===== config.mk =====
export PLATFORM = sky130hd
export DESIGN_NAME = bsc_front
export DESIGN_NICKNAME = d
export VERILOG_FILES = /design/src/hdl/bsc_pkg.sv /design/src/hdl/bsc_front.sv
export SDC_FILE = /design/constraint.sdc
export NUM_CORES = 1
export LEC_CHECK = 0
export BUFFER_PORTS_ARGS = -buffer_cell sky130_fd_sc_hd__buf_4
export CAP_MARGIN = 15
export CELL_PAD_IN_SITES_DETAIL_PLACEMENT = 1
export CELL_PAD_IN_SITES_GLOBAL_PLACEMENT = 1
export CORE_ASPECT_RATIO = 1.75
export CORE_MARGIN = 5
export CORE_UTILIZATION = 23
export DETAILED_ROUTE_END_ITERATION = 8
export GPL_TIMING_DRIVEN = 0
export PLACE_DENSITY = 0.95
export SLEW_MARGIN = 25
export SYNTH_ARGS = -nofsm -noshare
export SYNTH_HDL_FRONTEND = slang
export SYNTH_SLANG_ARGS = --single-unit

===== constraint.sdc =====
create_clock -name vclk -period 3.8
set_input_delay 0.76 -clock vclk [all_inputs]
set_output_delay 0.76 -clock vclk [all_outputs]
set_load 0.1 [all_outputs]

===== src/hdl/bsc_pkg.sv =====
// ----------------------------------------------------------------------------
// bsc_pkg
// Shared types, codes and score arithmetic for the boosted stump classifier.
// ----------------------------------------------------------------------------
package bsc_pkg;

	localparam logic [2:0] CMD_CLEAR       = 3'd0;
	localparam logic [2:0] CMD_LOAD_STUMP  = 3'd1;
	localparam logic [2:0] CMD_LOAD_WEIGHT = 3'd2;
	localparam logic [2:0] CMD_FEATURE     = 3'd3;
	localparam logic [2:0] CMD_END         = 3'd4;

	localparam logic [1:0] SLOT_ABSENT = 2'd0;
	localparam logic [1:0] SLOT_BELOW  = 2'd1;
	localparam logic [1:0] SLOT_ABOVE  = 2'd2;

	localparam logic REG_LABELS = 1'b0;
	localparam logic REG_STUMPS = 1'b1;

	localparam int SCORE_W = 40;

	typedef enum logic [2:0] {
		OP_CLEAR,
		OP_LOAD_STUMP,
		OP_LOAD_WEIGHT,
		OP_FEATURE,
		OP_END
	} op_t;

	// one classified item as it travels through the queue
	typedef struct packed {
		op_t                op;
		logic [7:0]         stump;
		logic [15:0]        feat;
		logic [2:0]         label;
		logic [1:0]         slot;
		logic signed [31:0] data;
	} item_t;

	typedef struct packed {
		logic        en;
		logic        idx;
		logic [31:0] data;
	} cfg_wr_t;

	// clamp a 41-bit sum to the 40-bit score range
	function automatic logic signed [SCORE_W-1:0] sat41(input logic signed [SCORE_W:0] v);
		logic signed [SCORE_W-1:0] r;
		if (v[SCORE_W] != v[SCORE_W-1]) begin
			r = v[SCORE_W] ? {1'b1, {(SCORE_W-1){1'b0}}} : {1'b0, {(SCORE_W-1){1'b1}}};
		end else begin
			r = v[SCORE_W-1:0];
		end
		return r;
	endfunction

endpackage


===== src/hdl/bsc_front.sv =====
// ----------------------------------------------------------------------------
// bsc_front
// Decodes input items, drops those that do nothing and pushes the rest.
// ----------------------------------------------------------------------------
module bsc_front import bsc_pkg::*; #(
	parameter int MAX_STUMPS = 256,
	parameter int MAX_LABELS = 8
) (
	input  logic               in_valid,
	output logic               in_stall,
	input  logic [2:0]         cmd,
	input  logic [7:0]         stump_index,
	input  logic [15:0]        feature_id,
	input  logic signed [31:0] threshold,
	input  logic [2:0]         label_index,
	input  logic [1:0]         weight_slot,
	input  logic signed [31:0] weight,
	input  logic signed [31:0] feature_value,
	input  logic               q_full,
	output logic               q_push,
	output item_t              q_item
);

	logic keep;
	logic stump_ok;

	assign stump_ok = 32'(stump_index) < MAX_STUMPS;

	always_comb begin
		q_item.op    = OP_CLEAR;
		q_item.stump = stump_index;
		q_item.feat  = feature_id;
		q_item.label = label_index;
		q_item.slot  = weight_slot;
		q_item.data  = feature_value;
		keep         = 1'b0;
		unique case (cmd)
			CMD_CLEAR: begin
				q_item.op = OP_CLEAR;
				keep      = 1'b1;
			end
			CMD_LOAD_STUMP: begin
				q_item.op   = OP_LOAD_STUMP;
				q_item.data = threshold;
				keep        = stump_ok;
			end
			CMD_LOAD_WEIGHT: begin
				q_item.op   = OP_LOAD_WEIGHT;
				q_item.data = weight;
				keep        = stump_ok && (32'(label_index) < MAX_LABELS) &&
				              (weight_slot == SLOT_ABSENT || weight_slot == SLOT_BELOW ||
				               weight_slot == SLOT_ABOVE);
			end
			CMD_FEATURE: begin
				q_item.op = OP_FEATURE;
				keep      = 1'b1;
			end
			CMD_END: begin
				q_item.op = OP_END;
				keep      = 1'b1;
			end
			default: keep = 1'b0;
		endcase
	end

	assign in_stall = q_full;
	assign q_push   = in_valid && !q_full && keep;

endmodule


After elaboration in Yosys (flattened, before gate mapping)
Cells that the tools add are included.
{ "word_totals": {"out_inout_bits": 66, "word_cells": 17, "register_bits": 0} }
{ "classes": {"reduce_logical": 8, "mux": 3, "n_eq_ne": 6} }
{ "ops": {"columns": ["op", "n"], "rows": [
  ["32-bit case mux with 2 select lines", 1],
  ["3-bit case mux with 4 select lines", 1],
  ["3-bit by 2-bit equality test with 1-bit output (second input constant)", 2],
  ["4-bit OR reduction", 1],
  ["3-bit by 1-bit equality test with 1-bit output (second input constant)", 1],
  ["3-bit equality test (second input constant)", 1],
  ["3-bit zero test", 1],
  ["2-bit by 1-bit equality test with 1-bit output (second input constant)", 1],
  ["2-bit equality test (second input constant)", 1],
  ["1-bit logical AND", 2],
  ["2-bit zero test", 1],
  ["1-bit logical OR", 2],
  ["1-bit case mux with 2 select lines", 1],
  ["1-bit zero test", 1]
]} }

Depth between registers and ports, before layout
{ "logic_depth": {"word_depth": 5, "depth_mapped": 5} }

Least setup slack after synthesis
OpenSTA, ideal clock, no wires.
{ "synth_path": {"kind": "in2out", "startpoint": "input cmd[1]", "endpoint": "output q_item[63] in the netlist's numbering", "t_arrival_ns": 3.392, "slack_ns": -0.352, "stages": 4, "t_required_ns": 3.040, "n_path_buf": 3, "cell_sequence": "buf_6 > buf_2 > buf_2 > nor3b_1"} }
{ "synth_rtl": {"columns": ["item", "line", "text"], "rows": [
  ["from (decl)", "bsc_front.sv:11", "input logic [2:0] cmd,"],
  ["to (decl)", "bsc_front.sv:21", "output item_t q_item"]
]} }

==> impl_metrics.json <==
{
  "grt_setup_unrepaired": "no",
  "ctsResizeCount": 0,
  "clock_buffers": 0,
  "die_x_um": 75.0,
  "fp-row-count": 41,
  "syn_area_um2": 1700,
  "track_usage_pct": 19.2,
  "area.sequential_um2": 0,
  "p_seq_share_pct": 0,
  "cp-start-kind": "primary input",
  "crit_path_top_delay_cell": "clkbuf_1",
  "cts_setup_buffers": 0,
  "pwr-share-comb_pct": 100.0,
  "status": "completed",
  "yosys_warnings": 0,
  "p_clk_share_pct": 0,
  "place_inst": 512,
  "cp_cell_sequence": "buf_2, clkbuf_1, o32a_1, o211a_1, buf_4",
  "areaGrowthSynthToFinish_pct": 80.4,
  "synth_cell_type_count": 15,
  "period_needed_ns": 2.89,
  "core_area_um2": 7230,
  "cp.buffers_inverters": 3,
  "vias_per_cell": 5.31,
  "critPathCaptureType": "output port",
  "cap_violations": 0,
  "start_util_pct": 23.5,
  "swShare_pct": 70.4,
  "io_buffers": 167,
  "criticalPathCategory": "primary input to output port",
  "dpl_cell_area_um2": 3070,
  "boundaryPins": 196,
  "tightest_slew_ns": 0.563,
  "drtIter0Drc": 70,
  "grt_pass1_vias": 2910,
  "power_uw": 791,
  "drt_wl_total_um": 9590,
  "dr.pass1.iters": 4,
  "cp_max_fo": 10,
  "drcViolationCount": 0,
  "required_ns": 3.04,
  "drive_above_1_share_pct": 51.2,
  "grt_start_max_net_pins": 11,
  "wire_per_inst_um": 18.7,
  "stdcell_area_um2": 3070,
  "yosysSeqAreaShare_pct": 0,
  "p_leak_nw": 1.61,
  "syn_avg_cell_area_um2": 6.56,
  "min_path_type": "primary input to output port",
  "layout.nets": 558,
  "layoutNonFillerInstCount": 512,
  "seq_cells": 0,
  "setup_viol": 0,
  "power.switching_uw": 557,
  "gr-total-overflow": 0,
  "die_h_um": 124,
  "layout_commonest_cell": "buf_4",
  "ant_nets": 0,
  "slew_headroom_pct": 62.4,
  "antenna_found_initial": 0,
  "cp_top_family": "buffers and inverters",
  "die_area_um2": 9270,
  "arrival_ns": 2.13,
  "dpl.hpwl_um": 7910,
  "globalplace.congestion": 0.768,
  "antenna_cells": 0,
  "p_int_uw": 234,
  "layout_common_cells": "buf_4, nor2_1",
  "vdd_drop_max_uv": 141,
  "finalHoldViolCount": 0,
  "timing.final.crit_share_pct": 76.0,
  "finalSetupTns_ns": 0,
  "fmax_ghz": 0.346,
  "grt_pass1_wl_um": 14300,
  "hold_buffers": 0,
  "power.density_nw_per_um2": 258,
  "synthCells": 259,
  "finalMaxSlewViolations": 0,
  "vias": 2717,
  "syn_nets": 389,
  "max_stage_delay_ns": 0.47
}
through the flow:
step                util, %  worst slack, ns  hold slack [ns]
floorplan                 -            0.460             1.73
global placement       42.4            0.945             1.85
detailed placement     42.4            0.876             1.85
CTS                    42.4            0.876             1.85
global route           42.4            0.812             1.85
finish                 42.4            0.913             1.85
cell type report:
| cell class | count | area (um2) |
|---|---|---|
| Tap cell | 86 | 108 |
| Buffer | 59 | 397 |
| Multi-Input combinational cell | 200 | 1310 |
| Fill cell | 949 | 4170 |
| Timing Repair Buffer | 167 | 1250 |
path summary, 6_finish.rpt:
path,cells past startpoint,start,end
setup / recovery,5,cmd[2],q_item[11]
hold / removal,2,stump_index[4],q_item[57]
per-layer routing:
metal / track usage [%] / part of all wire (%) / wire [um] / vias up
met3: 3.39 / 8.7 / 835 / 12
met4: 3.56 / 1.6 / 155 / 0
met5: 0 / 0 / 0 / -
met2: 39.3 / 55 / 5320 / 142
li1: - / - / - / 1254
met1: 19.0 / 34 / 3280 / 1309
power groups by stage:
| stage | registers [mW] | logic (mW) | clock network, mW |
|---|---|---|---|
| floorplan | 0 | 0.575 | 0 |
| global placement | 0 | 0.782 | 0 |
| detailed placement | 0 | 0.793 | 0 |
| CTS | 0 | 0.794 | 0 |
| global route | 0 | 0.822 | 0 |
| finish | 0 | 0.791 | 0 |
cell usage after synthesis:
master	instances	area share (%)
nand2b_1	32	12
o22ai_1	1	0.37
buf_6	5	3.3
nor2b_1	2	0.74
o211a_1	32	19
a21oi_1	32	9.4
nand2b_4	1	0.81
nand2_1	1	0.22
nor3b_1	1	0.44
clkbuf_1	10	2.2
buf_4	33	15
o32a_1	32	19
buf_2	11	3.2
and3b_1	2	1.0
nor2_1	64	14
cell families (layout without fill, tap and decap cells):
kind of cell	count (synthesis)	after routing	synth area share [%]
buffers and inverters	59	226	23.3
AND/OR/NAND/NOR	103	103	29.2
AO/OA/AOI/OAI	97	97	47.5
Power figures use the tool's default switching activity.
