===== src/hdl/bsc_pkg.sv =====
// ----------------------------------------------------------------------------
// bsc_pkg
// Shared types, codes and score arithmetic for the boosted stump classifier.
// ----------------------------------------------------------------------------
package bsc_pkg;

	localparam logic [2:0] CMD_CLEAR       = 3'd0;
	localparam logic [2:0] CMD_LOAD_STUMP  = 3'd1;
	localparam logic [2:0] CMD_LOAD_WEIGHT = 3'd2;
	localparam logic [2:0] CMD_FEATURE     = 3'd3;
	localparam logic [2:0] CMD_END         = 3'd4;

	localparam logic [1:0] SLOT_ABSENT = 2'd0;
	localparam logic [1:0] SLOT_BELOW  = 2'd1;
	localparam logic [1:0] SLOT_ABOVE  = 2'd2;

	localparam logic REG_LABELS = 1'b0;
	localparam logic REG_STUMPS = 1'b1;

	localparam int SCORE_W = 40;

	typedef enum logic [2:0] {
		OP_CLEAR,
		OP_LOAD_STUMP,
		OP_LOAD_WEIGHT,
		OP_FEATURE,
		OP_END
	} op_t;

	// one classified item as it travels through the queue
	typedef struct packed {
		op_t                op;
		logic [7:0]         stump;
		logic [15:0]        feat;
		logic [2:0]         label;
		logic [1:0]         slot;
		logic signed [31:0] data;
	} item_t;

	typedef struct packed {
		logic        en;
		logic        idx;
		logic [31:0] data;
	} cfg_wr_t;

	// clamp a 41-bit sum to the 40-bit score range
	function automatic logic signed [SCORE_W-1:0] sat41(input logic signed [SCORE_W:0] v);
		logic signed [SCORE_W-1:0] r;
		if (v[SCORE_W] != v[SCORE_W-1]) begin
			r = v[SCORE_W] ? {1'b1, {(SCORE_W-1){1'b0}}} : {1'b0, {(SCORE_W-1){1'b1}}};
		end else begin
			r = v[SCORE_W-1:0];
		end
		return r;
	endfunction

endpackage


===== src/hdl/bsc_queue.sv =====
// ----------------------------------------------------------------------------
// bsc_queue
// Two-entry queue of classified items between front and back.
// ----------------------------------------------------------------------------
module bsc_queue import bsc_pkg::*; (
	input  logic  clk,
	input  logic  arst_n,
	input  logic  push,
	input  item_t push_item,
	output logic  full,
	input  logic  pop,
	output logic  valid,
	output item_t head
);

	item_t      entry_q [2];
	logic       wr_ptr_q;
	logic       rd_ptr_q;
	logic [1:0] count_q;

	assign full  = count_q == 2'd2;
	assign valid = count_q != 2'd0;
	assign head  = entry_q[rd_ptr_q];

	always_ff @(posedge clk) begin
		if (push) begin
			entry_q[wr_ptr_q] <= push_item;
		end
	end

	always_ff @(posedge clk or negedge arst_n) begin
		if (!arst_n) begin
			wr_ptr_q <= 1'b0;
			rd_ptr_q <= 1'b0;
			count_q  <= 2'd0;
		end else begin
			if (push) begin
				wr_ptr_q <= ~wr_ptr_q;
			end
			if (pop) begin
				rd_ptr_q <= ~rd_ptr_q;
			end
			count_q <= count_q + {1'b0, push} - {1'b0, pop};
		end
	end

endmodule


===== config.mk =====
export PLATFORM = sky130hd
export DESIGN_NAME = bsc_queue
export DESIGN_NICKNAME = d
export VERILOG_FILES = /design/src/hdl/bsc_pkg.sv /design/src/hdl/bsc_queue.sv
export SDC_FILE = /design/constraint.sdc
export NUM_CORES = 1
export LEC_CHECK = 0
export ABC_CLOCK_PERIOD_IN_PS = 3800
export BUFFER_PORTS_ARGS = -buffer_cell sky130_fd_sc_hd__clkbuf_2
export CAP_MARGIN = 5
export CORE_AREA = 2 2 105 107
export CTS_BUF_LIST = sky130_fd_sc_hd__clkbuf_4
export CTS_CLUSTER_DIAMETER = 100
export DETAILED_ROUTE_END_ITERATION = 16
export DIE_AREA = 0 0 107 109
export PLACE_DENSITY = 0.8
export SLEW_MARGIN = 20
export SYNTH_ARGS = -nofsm -noshare
export SYNTH_HDL_FRONTEND = slang
export SYNTH_SLANG_ARGS = --single-unit

===== constraint.sdc =====
create_clock -name clk -period 3.8 [get_ports clk]
set_clock_uncertainty 0.15 [all_clocks]
set_input_delay 0.19 -clock clk [delete_from_list [all_inputs] [get_ports clk]]
set_output_delay 0.19 -clock clk [all_outputs]
set_load 0.02 [all_outputs]

; Yosys cells after proc, flatten, opt, wreduce, memory -nomap -nowiden
; Memory sizes are Yosys's and may differ from the RTL's.
; Index checks and enable logic that the tools add are counted.
[totals]
ff_bits = 4
mem_bits_rw = 128
input_bits = 68
word_cells = 12
mem_count = 1
[classes]
n_addsub = 2
eq_ne = 1
muxes = 2
bitwise = 2
reduce_logical = 1
[mem_list]
columns = memory, words, width, rd, rd_ports_with_merged_regs, wr, line_no
row1 = entry_q, 2, 64, 1, 0, 1, bsc_queue.sv:16  ; item_t entry_q [2];
[ops]
columns = cell, count
row1 = adder 2 x 1 -> 2 bit, 1
row2 = "equality test 2 bit, second input constant", 1
row3 = two-way mux 1 bit, 2
row4 = NOT 1 bit, 2
row5 = nonzero test 2 bit, 1
row6 = subtractor 2 x 1 -> 2 bit, 1

; Logic depth before layout (Yosys ltp)
; Gate-level depths: netlist (run 1).
[depth]
depth_word = 2
ltp_mapped = 5
depth_no_buf = 5

; Worst setup path after synthesis (run 1)
; Ideal clock, no wire load.
[synth_timing]
kind = register to register
start = reg wr_ptr_q
end = mem entry_q[0][0] (netlist name), enable pin
setup_time_ns = 0.494
arrival_time_ns = 3.247
required_time_ns = 3.156
path_slack_ns = -0.091
path_stages_with_launch = 2
path_buffers = 0
synth_period_minus_slack_ns = 3.891
path_cell_list = dfrtp_1 -> nor2b_1
[synth_lines]
columns = item, line_no
row1 = from (decl), bsc_queue.sv:17  ; logic wr_ptr_q;
row2 = from (signal assigned), bsc_queue.sv:38  ; wr_ptr_q <= ~wr_ptr_q;
row3 = to (decl), bsc_queue.sv:16
; No word-level cell before the write port.

==> results of run 1 <==
[per-layer routing]
metal / GRT usage / wire length [um] / vias up
met3: 0.0574 / 486 / 10
met2: 0.303 / 5050 / 91
met1: 0.170 / 3530 / 1314
met5: 0 / 0 / -
li1: - / - / 1285
met4: 0.0696 / 110 / 0
[synthesized netlist by cell type]
cell type	count
sky130_fd_sc_hd__edfxtp_1	128
sky130_fd_sc_hd__mux2_4	50
sky130_fd_sc_hd__mux2_2	14
sky130_fd_sc_hd__buf_6	6
sky130_fd_sc_hd__dfrtp_1	4
sky130_fd_sc_hd__ha_1	2
sky130_fd_sc_hd__inv_1	2
sky130_fd_sc_hd__nor2b_1	2
sky130_fd_sc_hd__xor2_1	2
sky130_fd_sc_hd__and2_1	1
sky130_fd_sc_hd__buf_2	1
sky130_fd_sc_hd__or2_2	1
sky130_fd_sc_hd__xor3_1	1
[kinds of logic after synthesis]
group                    count (synthesis)  share of synthesized area
XOR/XNOR                                 3                    0.00822
AND/OR/NAND/NOR                          4                    0.00498
adder cells (fa/ha/maj)                  2                    0.00498
flip-flops                             132                      0.785
multiplexers                            64                      0.181
buffers and inverters                    9                     0.0159
[final timing paths]
check / startpoint / end / slack [ns] / cells past startpoint
worst max-delay path: rd_ptr_q$_DFFE_PN0P_ / head[10] / 1.06 / 3
worst min-delay path: push_item[15] / entry_q[1][15]$_DFFE_PP_ / 0.28 / 2
worst max register to register: wr_ptr_q$_DFFE_PN0P_ / entry_q[0][17]$_DFFE_PP_ / 1.80 / 2
worst min register to register: wr_ptr_q$_DFFE_PN0P_ / wr_ptr_q$_DFFE_PN0P_ / 0.41 / 1
max in group asynchronous: arst_n / rd_ptr_q$_DFFE_PN0P_ / 2.83 / 3
min in group asynchronous: arst_n / wr_ptr_q$_DFFE_PN0P_ / 0.48 / 3
[area by class of cell]
class,instances,share of cell area
Sequential cell,132,0.578
Clock inverter,12,0.0236
Clock buffer,20,0.0220
Timing Repair Buffer,204,0.202
Tap cell,140,0.0256
Multi-Input combinational cell,73,0.148
Inverter,2,0.00110
[what timing repair did]
action                     in CTS  in global routing
hold endpoints to repair      136                  0
setup buffers                   0                  0
hold buffers                   68                  0
setup endpoints to repair       0                  0
[registers in the layout, summed over array words and instances (netlist names)]
register,cells
rd_ptr_q,1
entry_q,128
count_q,2
wr_ptr_q,1
[through the flow]
step / setup WS (ns) / instances / util
floorplan: 1.15 / 214 / -
global placement: 1.61 / 483 / 0.551
detailed placement: 1.58 / 483 / 0.551
CTS: 0.981 / 583 / 0.644
global route: 0.906 / 583 / 0.644
finish: 1.06 / 583 / 0.644
[power groups by stage]
stage                     Sequential [mW]  Clock [mW]  Combinational, mW
after floorplan                      2.03           0               1.28
after global placement               2.18           0               1.52
after detailed placement             2.20           0               1.55
after CTS                            2.17        1.04               1.61
after global routing                 2.20        1.10               1.70
final                                2.16        1.00               1.60
==> impl.org, run 1 <==
** Status
- The run finished with clean final reports.

** GRT
- Residual overflow from global routing :: 0
- Pin count of the biggest net entering global routing :: 65
- The number of antenna violations at the first check in global routing is 0.
- The number of global-route vias before repair was about 2900.
- The first global-routing pass estimated around 14 mm of wire.
- Total Routing Usage GR :: 0.164

** Power and ir drop
- Largest vdd supply drop :: roughly 0.8 mV
- Cell Int Power :: ~3.3 mW
- Clk pwr share :: 0.211
- Total power of the final layout :: 4.76 mW
- Of the total power, the share spent switching nets is 0.317.
- For this design the static power due to leakage is between 2 and 3 nW.
- For this design the total switching power over the nets is 1.51 mW.
- Dividing total power by cell area gives a power density of between 600 and 700 nW/um2.
- Portion of total power attributed to sequential cells :: 0.453
- The share of total power dissipated in combinational logic is 0.336.

** Routing
- Detail-routed net length per standard cell :: roughly 16 um
- The detail route stage leaves a number of antenna-violating nets equal to 0.
- Across all layers, the routed design uses 2700 vias.
- After detailed routing, the number of vias per cell comes to 4.63.
- Post-route DRC :: 0
- For this block, the initial DRC count from the detailed router was between 100 and 150.
- DR pass1 iterations :: 4
- The final layout contains routed wiring with a total length of around 9 mm.

** STA
- Period utilisation layout :: 0.720
- Setup violations remaining at the end of the flow were counted as 0.
- Final-report hold violation count :: 0
- Relative max-transition margin :: 0.355
- Final sum of negative setup slack :: 0 ns
- For the pin with the worst max-slew slack, the measured transition is approximately 0.97 ns.
- Setup repair after global routing left no endpoint under its margin.
- The tightest hold path in the finished design has a slack of approximately 0.28 ns.
- The routed design could run at a clock period as short as approximately 2.7 ns.
- Max Clock Freq :: ~0.37 GHz
- The max-slew violation count was 0.

** Yosys
- Nets in the synthesized netlist :: between 200 and 300
- Ranking of synthesized cells by area :: sky130_fd_sc_hd__edfxtp_1 77%, sky130_fd_sc_hd__mux2_4 15%, sky130_fd_sc_hd__mux2_2 3.1%, sky130_fd_sc_hd__dfrtp_1 2.0%, sky130_fd_sc_hd__buf_6 1.3%
- Synth unique cells :: 13
- Synthesis handed over a netlist of 214 instances.
- Top-area cell type share of the netlist area :: 0.765
- Post-synthesis cell type with the largest combined area :: sky130_fd_sc_hd__edfxtp_1
- For this run, the number of Yosys warnings is 0.
- For this run, the register share of the synthesized area comes to 0.785.
- Cell area after synthesis :: around 5000 um2
- Seq cells post-synth :: approximately 130
- Dividing the synthesized area by the synthesized cell count gives 23.5 um2.

** Critical path
- Setup CP Type :: reg -> out
- The worst setup path is launched from a register.
- Traced cell by cell, the critical path runs through buf_4 > mux2_4 > clkbuf_2.
- Count of buffering cells on the critical path with inverters included :: 2
- Standard cell with the maximum stage delay on the critical path :: sky130_fd_sc_hd__dfrtp_4
- Gate family responsible for the most delay along the worst path :: flip-flops
- The worst setup path is captured at an output port.
- Data required time at the worst endpoint :: between 3 and 4 ns
- Worst EP arrival :: approximately 2.4 ns
- Top fanout value on the critical path :: 56
- In this design, the stage delay of the slowest critical-path cell is approximately 1.1 ns.

** Finish
- Total area of sequential cells :: about 3900 um2
- Share of final-layout standard cells stronger than drive strength 1 :: 0.528
- Antenna fix cells :: 0
- Counting the fill cells in the layout gives ~750.
- Multi-input gate area :: around 1000 um2
- The final layout contains 500 nets.
- The top cell types in the final layout, fill and taps aside, are 133 x sky130_fd_sc_hd__clkbuf_2, 128 x sky130_fd_sc_hd__edfxtp_1, 68 x sky130_fd_sc_hd__dlygate4sd3_1, 50 x sky130_fd_sc_hd__mux2_4, 20 x sky130_fd_sc_hd__clkbuf_4.
- Once layout is done, the placed cells without fillers occupy 6830 um2.
- Leaving out fill and tap cells, the most frequent cell in the layout is sky130_fd_sc_hd__clkbuf_2.
- Compared with the post-synthesis result, the final layout area differs by 36.0%.

** Clocking
- Post-CTS repair changed the size of 0 cells.
- TritonCTS clock tree :: done
- Worst-case clock buffer depth :: 2
- CTS saw 132 sinks.
- In this run the clock root is driven by a sky130_fd_sc_hd__clkbuf_4.
- The later pin in the worst-skew pair is clocked with a latency of about 0.49 ns.
- The H-tree was split into 4 levels.
- Clock transition at path regs :: around 0.11 ns
- Counting the buffers created by CTS gives 17.

** Min path
- The tightest min-delay check is of the in -> reg type.

** Floorplanning
- Die boundary height :: roughly 110 um
- I/O pin cnt :: between 100 and 150
- The initial utilization of the core area, before any placement, comes to 0.474.
- In this run the horizontal extent of the chip is between 100 and 150 um.
- Die footprint :: between 10000 and 15000 um2
- The region available for standard cell placement spans around 11000 um2.
- The initialized floorplan defines 38 standard-cell rows.

** Placed design
- Number of input and output port buffers inserted :: 133
- After legalization and detailed placement, the total HPWL measured 5.20 mm.
- The placed instances occupy a cell area of just under 6000 um2.
- Routability-driven placement finished with a final weighted congestion of between 0.6 and 0.7.

** Run
- The tool flagged a number of max-cap violations equal to 0.
(Power assumes the default switching activity.)
==> run 2, diff against run 1 <==
ABC_AREA = 1   (was not set)
ABC_CLOCK_PERIOD_IN_PS = 2760   (was 3800)
CORE_AREA = 2 2 103 105   (was 2 2 105 107)
DIE_AREA = 0 0 105 107   (was 0 0 107 109)
clock period = 2.76 ns   (was 3.8 ns; I/O delays follow)
==> run 2 against run 1 <==
- global-route usage is 2.7 points higher
- cell count is 23% higher
- critical path depth is 1 higher
- via count is 23% higher
- critical path type unchanged
==> impl.org, run 2 <==
** STA
- Total setup violations reported at the end of the flow :: 0 (unchanged)
- Setup repair after global routing left no endpoint under its margin.
- Static timing analysis puts the maximum clock frequency at slightly above 0.4 GHz.
- Final Slew Violations :: 0 (unchanged)
- Crit path time final :: around 2.4 ns
- The remaining max-slew budget at the tightest pin is 0.474 (+0.119).
- The post-route setup TNS came to 0 ns (unchanged).
- Final-report hold violation count :: 0 (unchanged)
- The slew at the pin with the worst max-slew slack came to 0.789 ns (-0.179 ns).
- Period utilisation layout :: 0.878

** Placed design
- Final RePlAce weighted congestion :: 0.685 (+1.9%)
- The cell area reported after detailed placement is 5770 um2 (-1.3%).
- The number of port buffers came to 133 (unchanged).
- The half-perimeter wire length of the detailed placement result came to 5.61 mm (+7.9%).

** Yosys
- The average size of a mapped cell is 13.9 um2 (-41%).
- The share of synthesized flip-flops with an asynchronous set or reset came to 0.0303 (unchanged).
- In the post-synthesis netlist, the cell with the most instances is sky130_fd_sc_hd__edfxtp_1.
- The total of flip-flops plus latches after synthesis came to 132 (unchanged).
- Commonest register cell after synthesis :: sky130_fd_sc_hd__edfxtp_1
- Nets in the synthesized netlist :: 429 (+51%)
- EDFF count, synth :: 128 (unchanged)
- By area the synthesized netlist is led by sky130_fd_sc_hd__edfxtp_1 77%, sky130_fd_sc_hd__inv_1 5.3%, sky130_fd_sc_hd__nand2_1 5.3%, sky130_fd_sc_hd__o21ai_0 4.8%, sky130_fd_sc_hd__buf_6 2.5%.
- The post-synthesis cell type count is 13 (unchanged).
- Cell area after synthesis :: 4990 um2 (-0.57%)
- Summed over all instances, the cell type with the most area after synthesis is sky130_fd_sc_hd__edfxtp_1.
- The number of warnings reported in the yosys synthesis log is 0 (unchanged).
- The sequential area share after synthesis came to 0.790 (+0.00452).
- The area share of the largest cell type after synthesis is 0.770 (+0.00441).
- By count the netlist is led by 128 x sky130_fd_sc_hd__edfxtp_1, 71 x sky130_fd_sc_hd__inv_1, 71 x sky130_fd_sc_hd__nand2_1, 48 x sky130_fd_sc_hd__o21ai_0, 16 x sky130_fd_sc_hd__o21ai_1.
- The post-synthesis instance total was 359 (+68%).

** Floorplanning
- Starting density of the core :: 0.495 (+0.0211)
- The horizontal extent of the die is 105 um (-1.9%).
- I/O pin cnt :: 134 (unchanged)
- The placeable core region came to 10100 um2 (-4.8%).
- Die boundary height :: 107 um (-1.8%)
- Die footprint :: 11200 um2 (-3.7%)
- The number of placement rows came to 37 (-2.6%).

** Routing
- The number of detailed-route iterations in the first pass was 4 (unchanged).
- The overall via count from detail_route came to 3315 (+23%).
- Detail-routed net length per standard cell :: 13.9 um (-11%)
- Vias per inst :: 4.62 (-0.31%)
- Starting DRT DRC Count :: 178 (+52%)
- The residual antenna-violating net count after detailed routing was 0 (unchanged).
- The count of unresolved DRC violations after routing came to 0 (unchanged).
- The post-detailed-routing wire length came to 10.0 mm (+9.0%).

** Min path
- Path type of the worst min-delay path :: in -> reg
- Source of the worst hold timing path :: push_item[4]

** Power and ir drop
- The maximum vdd drop was 0.455 mV (-43%).
- The power density of the placed cells is 947 nW/um2 (+36%).
- The reported leakage power was 2.91 nW (+3.7%).

** GRT
- The number of global-route vias before repair is 3508 (+22%).
- Antenna violations before repair :: 0 (unchanged)
- The total global routing overflow is 0 (unchanged).
- The maximum number of pins on one net before global-route repair is 87 (+34%).
- Total Routing Usage GR :: 0.191 (+0.0270)
- The first-pass GRT wire length was 16.1 mm (+17%).

** Critical path
- Top fanout value on the critical path :: 86 (+54%)
- By startpoint and endpoint, the worst setup path is classified as reg -> out.
- Worst setup EP type :: output port
- Data required time at the worst endpoint :: 2.47 ns (-0.99 ns)
- The data arrival time of the critical path is 2.14 ns (-0.26 ns).
- The worst register-to-register path begins at wr_ptr_q$_DFFE_PN0P_.
- The critical path starts at rd_ptr_q$_DFFE_PN0P_.
- Kind of launch point of the worst setup path :: register

** Status
- Outcome :: finished clean

** Clocking
- TritonCTS built the clock tree.
- The quantity of gates resized following cts came to 0 (unchanged).
- The maximum buffer depth of the clock tree is 2 (unchanged).
- Post-CTS Setup Repair Bufs :: 0 (unchanged)
- The number of sinks handled by clock tree synthesis is 132 (unchanged).
- The number of CTS-inserted buffers came to 17 (unchanged).
- Clock transition at path regs :: 0.13 ns (+0.02 ns)
- The tree is rooted in a sky130_fd_sc_hd__clkbuf_4.
- The insertion delay of the later-clocked pin in the worst-skew pair came to 0.50 ns (about the same).
- H-Tree Level Count :: 4 (unchanged)
- The number of buffers added to fix hold violations after cts came to 68 (unchanged).

** Finish
- Signed area change from the synthesized netlist to the final layout :: 35.0%
- Antenna fix cells :: 0 (unchanged)
- The cell area after layout was 6750 um2 (-1.3%).
- The fraction of layout cells with a size suffix above 1 came to 0.294 (-0.234).
- The number of filler cells placed in the layout is 757 (+1.6%).
- Leaving out fill and tap cells, the most frequent cell in the layout is sky130_fd_sc_hd__clkbuf_2.
- The post-layout utilization of the core was 0.668 (+0.0239).
- Largest register by flop count :: entry_q
- The flip-flop count of the largest register after layout came to 128 (unchanged).
- In the layout the commonest cells are 133 x sky130_fd_sc_hd__clkbuf_2, 128 x sky130_fd_sc_hd__edfxtp_1, 71 x sky130_fd_sc_hd__nand2_1, 70 x sky130_fd_sc_hd__inv_1, 68 x sky130_fd_sc_hd__dlygate4sd3_1.
- Largest registers :: entry_q: 128 flops, count_q: 2 flops
- Number of nets at the end of the flow :: 639 (+28%)

** Run
- Number of max-capacitance violations reported :: 0 (unchanged)
run 2: cell count changes after synthesis, moves of 2 or more:
cell	before	now
sky130_fd_sc_hd__o21ai_1	0	16
sky130_fd_sc_hd__nand2_1	0	71
sky130_fd_sc_hd__nor2_1	0	2
sky130_fd_sc_hd__mux2_2	14	0
sky130_fd_sc_hd__nor2b_1	2	0
sky130_fd_sc_hd__o21ai_0	0	48
sky130_fd_sc_hd__buf_6	6	11
sky130_fd_sc_hd__inv_1	2	71
sky130_fd_sc_hd__mux2_4	50	0
sky130_fd_sc_hd__buf_4	0	2
run 2: routing by layer:
layer	routed length, um	vias to the layer above	share of wire	global-route usage
met5	0	-	0	0
met4	218	0	0.022	0.0829
met3	524	20	0.052	0.0584
met2	5460	116	0.55	0.349
met1	3800	1549	0.38	0.204
li1	-	1630	-	-
run 2: kinds of logic after synthesis:
kind of cell	Yosys count	synth area share
DFF	132	0.790
buffers and inverters	85	0.0819
and+or+nand+nor	74	0.0559
xor gates and xnor gates	2	0.00351
adders and majority gates	2	0.00501
AOI/OAI and AO/OA	64	0.0641
run 2: through the flow:
step / hold slack [ns] / cells / worst slack, ns / total power [mW]
after global placement: -0.198 / 618 / 0.896 / 4.96
final: 0.195 / 718 / 0.337 / 6.38
after CTS: 0.142 / 718 / 0.300 / 6.41
after floorplan: -0.308 / 359 / 0.102 / 4.38
after global routing: 0.156 / 718 / 0.105 / 6.76
after detailed placement: -0.194 / 618 / 0.880 / 5.02
run 2: cell type report:
cell class | count | area (um2) | share of cell area
well taps | 136 | 170 | 0.0252
clock inverters | 14 | 163 | 0.0241
repair buffers | 205 | 1410 | 0.210
flip-flops and latches | 132 | 3950 | 0.585
inverters | 71 | 267 | 0.0395
clock buffers | 18 | 135 | 0.0200
multi-input cells | 142 | 649 | 0.0963
run 2: final timing paths:
| path | endpoint | slack, ns | depth (start not counted) |
|---|---|---|---|
| hold reg to reg | wr_ptr_q$_DFFE_PN0P_ | 0.41 | 1 |
| min in group asynchronous | count_q[0]$_DFF_PN0_ | 0.36 | 3 |
| setup / recovery | head[33] | 0.34 | 4 |
| max in group asynchronous | rd_ptr_q$_DFFE_PN0P_ | 1.87 | 3 |
| hold / removal | entry_q[0][4]$_DFFE_PP_ | 0.20 | 2 |
| setup reg to reg | entry_q[1][6]$_DFFE_PP_ | 1.28 | 3 |
run 2: report_power, final:
| group | switching (mW) | internal [mW] |
|---|---|---|
| combinational | 1.45 | 0.693 |
| clock | 0.691 | 0.629 |
| sequential | 0.266 | 2.66 |
| total | 2.41 | 3.98 |
run 2: critical path: stages (launching register included):
cell and delay, ns:
sky130_fd_sc_hd__dfrtp_4 0.96, sky130_fd_sc_hd__buf_12 0.29, sky130_fd_sc_hd__nand2_1 0.07, sky130_fd_sc_hd__o21ai_0 0.10
sky130_fd_sc_hd__clkbuf_2 0.22
